File: config.mk
export PLATFORM = sky130hd
export DESIGN_NAME = bcc_front
export DESIGN_NICKNAME = d
export VERILOG_FILES = /design/src/hdl/bcc_pkg.sv /design/src/hdl/bcc_front.sv
export SDC_FILE = /design/constraint.sdc
export NUM_CORES = 1
export LEC_CHECK = 0
export ABC_AREA = 1
export BUFFER_PORTS_ARGS = -buffer_cell sky130_fd_sc_hd__buf_2
export CAP_MARGIN = 10
export CORE_ASPECT_RATIO = 1.1
export CORE_MARGIN = 3
export CORE_UTILIZATION = 44
export DETAILED_ROUTE_END_ITERATION = 6
export PLACE_DENSITY = 0.7
export SYNTH_ARGS = -nofsm -noshare
export SYNTH_HDL_FRONTEND = slang
export SYNTH_SLANG_ARGS = --single-unit
File: constraint.sdc
create_clock -name vclk -period 3.3
set_input_delay 0.66 -clock vclk [all_inputs]
set_output_delay 0.66 -clock vclk [all_outputs]
set_load 0.005 [all_outputs]
File: src/hdl/bcc_pkg.sv
// bcc_pkg: shared types and constants for the branch coverage counter
// holds the queue entry and configuration structs and register index codes
// no dependencies
package bcc_pkg;

    localparam int ADDR_W    = 32;
    localparam int POS_W     = 18;
    localparam int LEN_W     = 5;
    localparam int CNT_W     = 32;
    localparam int RUN_W     = 48;
    localparam int IDX_W     = 20;
    localparam int CFG_IDX_W = 2;

    localparam logic [CFG_IDX_W-1:0] REG_REGION_BEGIN = 2'd0;
    localparam logic [CFG_IDX_W-1:0] REG_REGION_END   = 2'd1;
    localparam logic [CFG_IDX_W-1:0] REG_INDEX_OFFSET = 2'd2;

    localparam logic KIND_RECORD = 1'b0;
    localparam logic KIND_QUERY  = 1'b1;

    typedef struct packed {
        logic [ADDR_W-1:0] region_begin;
        logic [ADDR_W-1:0] region_end;
        logic [POS_W-1:0]  index_offset;
    } t_cfg;

    typedef struct packed {
        logic              kind;
        logic              src_ok;
        logic              tgt_ok;
        logic [IDX_W-1:0]  src_idx;
        logic [IDX_W-1:0]  tgt_idx;
        logic [POS_W-1:0]  pos;
        logic [LEN_W-1:0]  len;
        logic              cond;
        logic [ADDR_W-1:0] limit;
    } t_entry;

endpackage

File: src/hdl/bcc_front.sv
// bcc_front: input handshake and item classification
// rebases record addresses, clamps query length, computes the query bound
// depends on bcc_pkg
module bcc_front
    import bcc_pkg::*;
#(
    parameter int TABLE_DEPTH    = 262144,
    parameter int MAX_INST_BYTES = 16
) (
    input  logic              i_in_valid,
    output logic              o_in_ready,
    input  logic              i_kind,
    input  logic [ADDR_W-1:0] i_source_addr,
    input  logic [ADDR_W-1:0] i_target_addr,
    input  logic [POS_W-1:0]  i_inst_position,
    input  logic [LEN_W-1:0]  i_inst_bytes,
    input  logic              i_is_conditional,
    input  t_cfg              i_cfg,
    input  logic              i_queue_full,
    input  logic              i_clear_done,
    output logic              o_push,
    output t_entry            o_entry
);

    logic [ADDR_W-1:0] src_rebased;
    logic [ADDR_W-1:0] tgt_rebased;
    logic              src_in_region;
    logic              tgt_in_region;

    assign o_in_ready = !i_queue_full && i_clear_done;
    assign o_push     = i_in_valid && o_in_ready;

    assign src_in_region = (i_source_addr >= i_cfg.region_begin)
                        && (i_source_addr < i_cfg.region_end);
    assign tgt_in_region = (i_target_addr >= i_cfg.region_begin)
                        && (i_target_addr < i_cfg.region_end);
    assign src_rebased = i_source_addr - i_cfg.region_begin + ADDR_W'(i_cfg.index_offset);
    assign tgt_rebased = i_target_addr - i_cfg.region_begin + ADDR_W'(i_cfg.index_offset);

    always_comb begin
        o_entry.kind    = i_kind;
        o_entry.src_ok  = src_in_region && (src_rebased < ADDR_W'(TABLE_DEPTH));
        o_entry.tgt_ok  = tgt_in_region && (tgt_rebased < ADDR_W'(TABLE_DEPTH));
        o_entry.src_idx = src_rebased[IDX_W-1:0];
        o_entry.tgt_idx = tgt_rebased[IDX_W-1:0];
        o_entry.pos     = i_inst_position;
        o_entry.cond    = i_is_conditional;
        o_entry.limit   = i_cfg.region_end - i_cfg.region_begin
                        + ADDR_W'(i_cfg.index_offset);
        // clamp long instructions
        if ({1'b0, i_inst_bytes} > (LEN_W + 1)'(MAX_INST_BYTES)) begin
            o_entry.len = LEN_W'(MAX_INST_BYTES);
        end else begin
            o_entry.len = i_inst_bytes;
        end
    end

endmodule

[Word level (Yosys, flattened, before mapping)]
Index checks and enable logic that the tools add are counted.
W data, S select, Z words.
Cells by class
  multiply operators: 0
  mux-type cells: 1
  shifts and indexed selects: 0
  $lt $le $gt $ge: 7
  reduce and logical (&&, ||, !) cells: 7
  divide/modulo/power cells: 0
  bitwise gates (word level): 0
  equal/unequal tests: 0
  add/subtract/negate cells: 6
Operators by type and width (count)
  $add A32 B18 Y32: 3
  $sub A32 B32 Y32: 3
  $ge A32 B32 Y1: 2
  $lt A32 B19 Y1 const B: 2
  $lt A32 B32 Y1: 2
  $logic_and A1 B1 Y1: 6
  $gt A5 B5 Y1 const B: 1
  $mux W5: 1
  $logic_not A1 Y1: 1
Word-level totals
  output and inout bits: 101
  logic and storage cells: 21
  register bits: 0
  input bits: 174
  memory bits (writable): 0
  bits in latches: 0
  memories kept: 0
  ROM bits: 0

[Longest topological paths before layout]
  word-level depth: 4
  gate-level depth with buffers: 20
  depth with buffers taken out: 20

[Least setup slack after synthesis]
Ideal clock, no wire load.
  path kind: input to output
  start: input port i_cfg[1] (netlist name)
  end: output port o_entry[96] (netlist name)
  path buffers: 0
  path slack: -0.088 ns
  stages: 16
  required time: 2.640 ns
  arrival time: 2.728 ns
  cells stage by stage: inv_1 fa_1 fa_1 inv_1 nand3_1 nand3_1 nand3_1 nand3_1 nand2_1 nand3_1 nand2_1 nor2_1 nand2_1 nor2_1 nand2_1 nor2_2
RTL lines
  from (decl): RTL line bcc_front.sv:18  | input t_cfg i_cfg,
  to (decl): RTL line bcc_front.sv:22  | output t_entry o_entry

==> impl_metrics.tcl <==
set metrics [dict create \
    power.density_nw_per_um2 339.0 \
    placementRows 62 \
    fillers 1923 \
    dieArea_sq_um 28770 \
    post-route-util 0.7808 \
    vias_per_cell 5.180 \
    rsz0062_at_grt "yes" \
    die_y_um 177.6 \
    synth_nets 2447 \
    p_leak_nw 11.23 \
    yosysSeqAreaShare 0 \
    dpl.hpwl_mm 42.17 \
    drive_gt1_frac 0.5109 \
    crit_buf_inv 9 \
    path_class "in -> out" \
    status "complete, but fails checks" \
    route.met3.wl_mm 3.003 \
    violations "negative setup slack" \
    cp-end-kind "output pin" \
    start_util 0.4491 \
    pre_cts_slack_ns -0.7151 \
    crit_required_ns 2.64 \
    holdBufCountCts 0 \
    routed.top_layer "met4" \
    relSlewSlack 0.7321 \
    drt-met1-wl_mm 21.63 \
    fin_crit_ns 3.900 \
    n_antenna_cell 0 \
    nClkBuffers 0 \
    drt_pre_antenna_iters 5 \
    io_buffers 235 \
    grt_antenna_before_repair 0 \
    tightestPinTransition_ns 0.3976 \
    design.seq.count 0 \
    path_delay_family "buffers and inverters" \
    regArea_sq_um 0 \
    cp-start-kind "input port" \
    wl_met2_mm 27.53 \
    synth.largest_area_cell "ha_1" \
    routedWlPerCell_um 18.38 \
    power_mw 6.939 \
    ys_top_cells_by_area "ha_1 25%, nand2_1 16%, inv_1 16%, fa_1 12%, a21oi_1 5.7%" \
    overflow 0 \
    synth.avg_cell_area_sq_um 5.975 \
    drt_iter0_drc 1068 \
    crit_top_cell "buf_4" \
    grt_max_degree 7 \
    ir_drop_v 0.0002485 \
    synth_area_sq_um 11780 \
    critical_path.max_stage_delay_ns 0.52 \
    die_width_um 162.0 \
    synth_warnings 0 \
    vias 15620 \
    final-setup-viol-count 50 \
    drv_cap 0 \
    finalHoldViolations 0 \
    final_nets 3142 \
    synth.top_cells.by_count "516 x nand2_1, 490 x inv_1, 234 x ha_1" \
    synthMostInstantiatedCell "nand2_1" \
    routed_wl_mm 55.43 \
    setup_tns_ns -13.58 \
    drc 0 \
    multi_input_area_sq_um 12690 \
    hold_class "in -> out" \
    crit_path_top_delay_cell "fa_1" \
    ant_nets 0 \
    setup_slack_ns -0.5997 \
    grt_pass1_vias 15370 \
    cp_max_fo 5 \
    grt_pass1_wl_mm 78.67 \
    coreArea_sq_um 26220 \
    synth_top_area_share 0.2486 \
    grt.total_usage 0.3424 \
    yosysUniqueCellTypes 39 \
    ios 275 \
    slew_viol_final 0 \
    fmax_mhz 256.4 \
    globalplace.congestion 0.9816 \
    area_delta_synth_final_pct 73.84 \
    critical_path.cell_chain "buf_6, clkinvlp_4, buf_4, buf_6, fa_1, inv_1, ha_4, nand2_2, nand2_2, a21oi_2, buf_4, buf_4, inv_1, nor2_1, a31oi_1, xor2_1, buf_2" \
    synthCells 1971 \
    cp_data_arrival_time_ns 3.24 \
    post-route-period-util 1.182 \
]
## final timing paths
path                  depth (start not counted)          end          startpoint
worst max-delay path                         17  o_entry[18]           i_cfg[17]
worst min-delay path                          0  o_entry[38]  i_inst_position[0]
## what timing repair did
item / 4_1_cts / 5_1_grt
pin swaps: 219 / 264
setup buffers: 37 / 61
setup endpoints to repair: 57 / 57
resized for setup: 530 / 399
## kinds of logic (layout without fill, tap and decap cells)
kind of cell	count (synthesis)	in the layout	synth area share
xor+xnor	63	63	0.04685
simple gates	851	851	0.3055
compound gates	237	237	0.1120
fa+ha+maj	302	302	0.3642
buf+inv	518	1211	0.1715
## per-stage QoR
step / hold WS (ns) / cell area [sq um] / instances
2_1_floorplan: 1.351 / 11940 / 1971
3_3_place_gp: 1.320 / 16410 / 2938
3_5_place_dp: 1.320 / 16410 / 2938
4_1_cts: 1.320 / 18750 / 2970
5_1_grt: 1.320 / 20470 / 3016
6_report: 1.320 / 20470 / 3016
## layout by cell type (no fill, tap or decap), types with 38 or more instances in the layout
cell type,n
nand2_2,135
nor2_4,39
buf_4,418
inv_1,347
buf_6,95
ha_1,169
nand2_1,335
ha_4,60
nor2_1,95
fa_1,53
nand3_1,50
inv_2,121
a21oi_1,91
buf_2,185
o21ai_0,38
nand2_4,63
## metal layers
| metal | GRT usage | up-vias |
|---|---|---|
| met5 | 0 | - |
| met4 | 0.1244 | 0 |
| met3 | 0.01657 | 219 |
| met2 | 0.6442 | 653 |
| met1 | 0.4112 | 7265 |
| li1 | - | 7487 |
## power breakdown
group	switching, mW	leakage (nW)	internal (mW)	total [mW]
clock	0	0	0	0
sequential	0	0	0	0
combinational	3.68	11.2	3.26	6.94
total	3.68	11.2	3.26	6.94
## area by class of cell
class,count,area share
multi-input combinational,1453,0.6197
timing repair buffer,714,0.2627
inverter,497,0.09608
tap,352,0.02151
Power figures use the tool's default switching activity.
