==> src/hdl/bcc_pkg.sv <==
// bcc_pkg: shared types and constants for the branch coverage counter
// holds the queue entry and configuration structs and register index codes
// no dependencies
package bcc_pkg;

    localparam int ADDR_W    = 32;
    localparam int POS_W     = 18;
    localparam int LEN_W     = 5;
    localparam int CNT_W     = 32;
    localparam int RUN_W     = 48;
    localparam int IDX_W     = 20;
    localparam int CFG_IDX_W = 2;

    localparam logic [CFG_IDX_W-1:0] REG_REGION_BEGIN = 2'd0;
    localparam logic [CFG_IDX_W-1:0] REG_REGION_END   = 2'd1;
    localparam logic [CFG_IDX_W-1:0] REG_INDEX_OFFSET = 2'd2;

    localparam logic KIND_RECORD = 1'b0;
    localparam logic KIND_QUERY  = 1'b1;

    typedef struct packed {
        logic [ADDR_W-1:0] region_begin;
        logic [ADDR_W-1:0] region_end;
        logic [POS_W-1:0]  index_offset;
    } t_cfg;

    typedef struct packed {
        logic              kind;
        logic              src_ok;
        logic              tgt_ok;
        logic [IDX_W-1:0]  src_idx;
        logic [IDX_W-1:0]  tgt_idx;
        logic [POS_W-1:0]  pos;
        logic [LEN_W-1:0]  len;
        logic              cond;
        logic [ADDR_W-1:0] limit;
    } t_entry;

endpackage

==> src/hdl/bcc_queue.sv <==
// bcc_queue: two-entry queue of classified items between front and back
// depends on bcc_pkg
module bcc_queue
    import bcc_pkg::*;
(
    input  logic   i_clk,
    input  logic   i_rst_n,
    input  logic   i_push,
    input  t_entry i_push_entry,
    output logic   o_full,
    input  logic   i_pop,
    output logic   o_empty,
    output t_entry o_head
);

    t_entry     r_slot [2];
    logic       r_wr_ptr;
    logic       r_rd_ptr;
    logic [1:0] r_count;

    assign o_full  = (r_count == 2'd2);
    assign o_empty = (r_count == 2'd0);
    assign o_head  = r_slot[r_rd_ptr];

    always_ff @(posedge i_clk) begin
        if (i_push) begin
            r_slot[r_wr_ptr] <= i_push_entry;
        end
    end

    always_ff @(posedge i_clk) begin
        if (!i_rst_n) begin
            r_wr_ptr <= 1'b0;
            r_rd_ptr <= 1'b0;
            r_count  <= 2'd0;
        end else begin
            if (i_push) begin
                r_wr_ptr <= !r_wr_ptr;
            end
            if (i_pop) begin
                r_rd_ptr <= !r_rd_ptr;
            end
            if (i_push && !i_pop) begin
                r_count <= r_count + 2'd1;
            end else if (i_pop && !i_push) begin
                r_count <= r_count - 2'd1;
            end
        end
    end

endmodule

==> config.mk <==
export PLATFORM = sky130hd
export DESIGN_NAME = bcc_queue
export DESIGN_NICKNAME = d
export VERILOG_FILES = /design/src/hdl/bcc_pkg.sv /design/src/hdl/bcc_queue.sv
export SDC_FILE = /design/constraint.sdc
export NUM_CORES = 1
export LEC_CHECK = 0
export BUFFER_PORTS_ARGS = -buffer_cell sky130_fd_sc_hd__buf_2
export CAP_MARGIN = 20
export CORE_ASPECT_RATIO = 1.2
export CORE_UTILIZATION = 30
export DETAILED_ROUTE_END_ITERATION = 8
export PLACE_DENSITY = 0.47
export SYNTH_ARGS = -nofsm -noshare
export SYNTH_HDL_FRONTEND = slang
export SYNTH_SLANG_ARGS = --single-unit
==> constraint.sdc <==
create_clock -name i_clk -period 7.5 [get_ports i_clk]
set_input_delay 0 -clock i_clk [delete_from_list [all_inputs] [get_ports i_clk]]
set_output_delay 0 -clock i_clk [all_outputs]
set_load 0.02 [all_outputs]
* Word-level counts from Yosys, hierarchy flattened
Memories as Yosys holds them, arrays and structs flattened. A register that Yosys moved wholly into a read port is not among the register bits. Index checks and enable logic that the tools add are counted.
Storage, ports and cells: flip-flop bits (word level) 4, memory bits (writable) 198, input port bits 103, memories 1
Memories:
- r_slot | depth 2, bits a word 99, rd ports 1, clocked after Yosys merged registers in 1, write ports 1, RTL line bcc_queue.sv:16 | t_entry r_slot [2];
Operators by class: add/subtract/negate cells 2, equal/unequal tests 1, multiplexer cells 6, reduce and logical (&&, ||, !) cells 8
Operator list (count):
- zero test 1 bit | 4
- two-way mux 1 bit | 4
- two-way mux 2 bit | 2
- adder 2 x 1 -> 2 bit, second input constant | 1
- == test 2 bit, second input constant | 1
- logical AND 1 bit | 2
- zero test 2 bit | 1
- nonzero test 2 bit | 1
- subtractor 2 x 1 -> 2 bit, second input constant | 1

* Longest topological paths before layout
depth after elaboration 4, mapped depth 5, mapped depth without buffers 5

* Worst setup path before layout
No wires, ideal clock.
path kind reg2reg, from register r_wr_ptr, to memory r_slot[0][0] (netlist bit), enable pin, library setup time 0.570 ns, arrival time 4.701 ns, path slack 2.229 ns, cell stages (with the launch flop) 2, buffers on the path 0, path through dfxtp_1 -> nor2b_1
RTL lines:
- start: declaration | RTL line bcc_queue.sv:17 | logic r_wr_ptr;
- start signal: assignment | RTL line bcc_queue.sv:38 | r_wr_ptr <= !r_wr_ptr;
- end: declaration | RTL line bcc_queue.sv:16
No word-level cell before the write port.

==> run_results.csv <==
group,metric,value,unit
finish,fin_area,10500,um2
clock_network,clockRootBuffer,"clkbuf_16",
place,place_worst_setup_slack,5.25,ns
finish,nFillCells,2186,
clock_network,cts_max_level,1,
run,drv_cap,0,
floorplan,die-area,25300,um2
worst_hold_path,min_to,"r_slot[0][4]",
finish,antenna_cells,0,
finish,fin_cells,987,
setup_path,r2r_cells,3,
clock_network,cts_resized,0,
pwr,internal_power,2.13,mW
grt,grt_antenna_before_repair,0,
place,numPlacedInstances,846,
setup_path,setup.worst_path.class,"reg2out",
setup_path,worstPathRequired,7.50,ns
timing,drv_slew,0,
pwr,p_clk_frac,0.390,
setup_path,startpoint_type,"register",
floorplan,coreArea,24000,um2
worst_hold_path,holdPathStages,2,
synth,synth_nets,434,
routing,detail_route.vias_per_cell,4.18,
setup_path,cp_data_arrival_time,2.68,ns
timing,skew,0.00448,ns
timing,slew_headroom,0.456,
pwr,p_comb_frac,0.122,
timing,rsz0062_at_grt,"no",
timing,period_needed,2.68,ns
finish,num-nets-final,757,
finish,drive_gt1_frac,0.507,
finish,area_growth,42.4,%
pwr,ir_drop,216,uV
pwr,seq_power_share,0.488,
setup_path,reg2reg_from,"r_wr_ptr",
place,port_buffers,203,
synth,yosysTopAreaCellShare,0.805,
grt,track_usage,0.119,
worst_hold_path,hp-start,"i_push_entry[4]",
pwr,power.leakage,3.97,nW
synth,syn_area,7390,um2
routing,ant_nets,0,
timing,final-setup-viol-count,0,
clock_network,postCtsSetupRepairBufs,0,
clock_network,cts_hold_buf,103,
synth,synth.yosys.warnings,0,
synth,syn-mean-instance-area,22.4,um2
synth,netlist_instances,330,
synth,ys_seq_area_frac,0.818,
clock_network,cts.clk_slew.worst_paths,0.06,ns
place,gp_congestion,0.694,
grt,grt_max_degree,54,
setup_path,r2r_setup_slack,5.33,ns
routing,vias,4122,
synth,yosysTopAreaCell,"edfxtp_1",
clock_network,cts_tree,"yes",
setup_path,r2r-end,"r_slot[0][20]",
place,post-dp-hpwl,9290,um
routing,wl,15100,um
timing,tightest_slew,0.816,ns
place,place_area,8770,um2
finish,layout_common_cells,"buf_2, edfxtp_1, dlygate4sd3_1",
floorplan,die_y,174,um
grt,grt_overflow,0,
synth,ys_seq_elements,203,
finish,final_common_cell,"buf_2",
timing,fmax,0.373,GHz
pwr,swShare,0.222,
timing,setup_tns,0,ns
floorplan,die_w,145,um
floorplan,start_util,0.307,
status,status,"finished, final reports clean",
grt,grt_pass1_wl,23800,um
routing,firstDrtPassIters,4,
routing,drt_iter0_drc,130,
clock_network,cts_buffers,22,
setup_path,crit_fanout,53,
grt,grt_pass1_vias,4579,
timing,hold_viol,0,
worst_hold_path,hold_path.class,"in2reg",
setup_path,crit_path_end_kind,"output pin",
floorplan,pin_count,204,
synth,ys_types,17,
pwr,power.density,260,nW/um2
routing,drc_errors,0,
pwr,p_sw,0.608,mW
floorplan,rows,62,
clock_network,clockBufferDepth,3,
timing,postLayoutSetupSlackWorst,4.82,ns
timing,finalCritPeriodShare,0.357,
clock_network,numClockSinks,203,
synth,synth.top_cells.by_area,"edfxtp_1, mux2_2, mux2_4",
routing,wl_per_cell,15.3,um
clock_network,clock_latency,0.49,ns
-- worst max-delay path by stage --
stage | from | end | slack [ns] | cells past startpoint
6_report | register | o_head[38] | 4.82 | 3
5_1_grt | register | o_head[38] | 4.63 | 3
4_1_cts | register | o_head[38] | 4.72 | 3
3_5_place_dp | r_wr_ptr | r_slot[1][24] | 5.25 | 2
3_3_place_gp | register | o_head[38] | 5.30 | 3
2_1_floorplan | r_wr_ptr | r_slot[0][0] | 2.23 | 1
-- cell families (layout without fill, tap and decap cells) --
family	Yosys count	after routing	share of synthesized area
multiplexers	99	99	0.156
adder cells (fa/ha/maj)	1	1	0.00169
AND/OR/NAND/NOR	9	9	0.00728
XOR/XNOR	3	3	0.00356
flip-flops	203	203	0.818
buffers and inverters	12	349	0.0105
AO/OA/AOI/OAI	3	3	0.00271
-- cell type report --
| type | count | area (um2) | share of cell area |
|---|---|---|---|
| Sequential cell | 203 | 6050 | 0.575 |
| Timing Repair Buffer | 310 | 2080 | 0.197 |
| Multi-Input combinational cell | 115 | 1270 | 0.121 |
| Clock buffer | 28 | 594 | 0.0565 |
| Tap cell | 320 | 400 | 0.0381 |
| Clock inverter | 10 | 120 | 0.0114 |
| Inverter | 1 | 3.75 | 0.000357 |
-- power groups by stage --
stage | Sequential (mW) | Clock (mW) | Combinational [mW]
floorplan | 1.35 | 0 | 0.194
global placement | 1.36 | 0 | 0.292
global route | 1.34 | 1.15 | 0.357
finish | 1.33 | 1.07 | 0.332
CTS | 1.34 | 1.11 | 0.340
detailed placement | 1.36 | 0 | 0.295
-- worst max-delay path, cell delays in order, from the launching register on --
cell and delay, ns:
dfxtp_4 0.77, buf_4 0.70, mux2_2 0.43, buf_2 0.16
-- through the flow --
stage	power, mW	hold WS (ns)	util
6_report	2.74	0.227	0.437
3_3_place_gp	1.65	0.188	0.365
4_1_cts	2.78	0.202	0.437
5_1_grt	2.85	0.212	0.437
3_5_place_dp	1.66	0.192	0.365
2_1_floorplan	1.55	0.0989	-
-- state kept, by name (all words and copies together), names as in the netlist, named ones only --
signal / count
r_count: 2
r_rd_ptr: 1
r_slot: 198
r_wr_ptr: 1
-- cell usage after synthesis --
cell	count
a21boi_1	1
and2_1	4
buf_2	8
buf_6	3
dfxtp_1	5
edfxtp_1	198
ha_1	1
inv_1	1
mux2_2	89
mux2_4	10
nor2_1	1
nor2b_1	3
o21a_1	1
o21ai_0	1
or3_1	1
xnor2_1	1
xor2_1	2
-- metal layers --
| layer | routed length, um | global-route usage | share of wire | up-vias |
|---|---|---|---|---|
| li1 | - | - | - | 1954 |
| met1 | 5870 | 0.128 | 0.39 | 2014 |
| met2 | 7940 | 0.224 | 0.52 | 132 |
| met3 | 1060 | 0.0360 | 0.070 | 22 |
| met4 | 280 | 0.0329 | 0.018 | 0 |
| met5 | 0 | 0 | 0 | - |
Note: power is estimated with default switching activity, not from simulation.
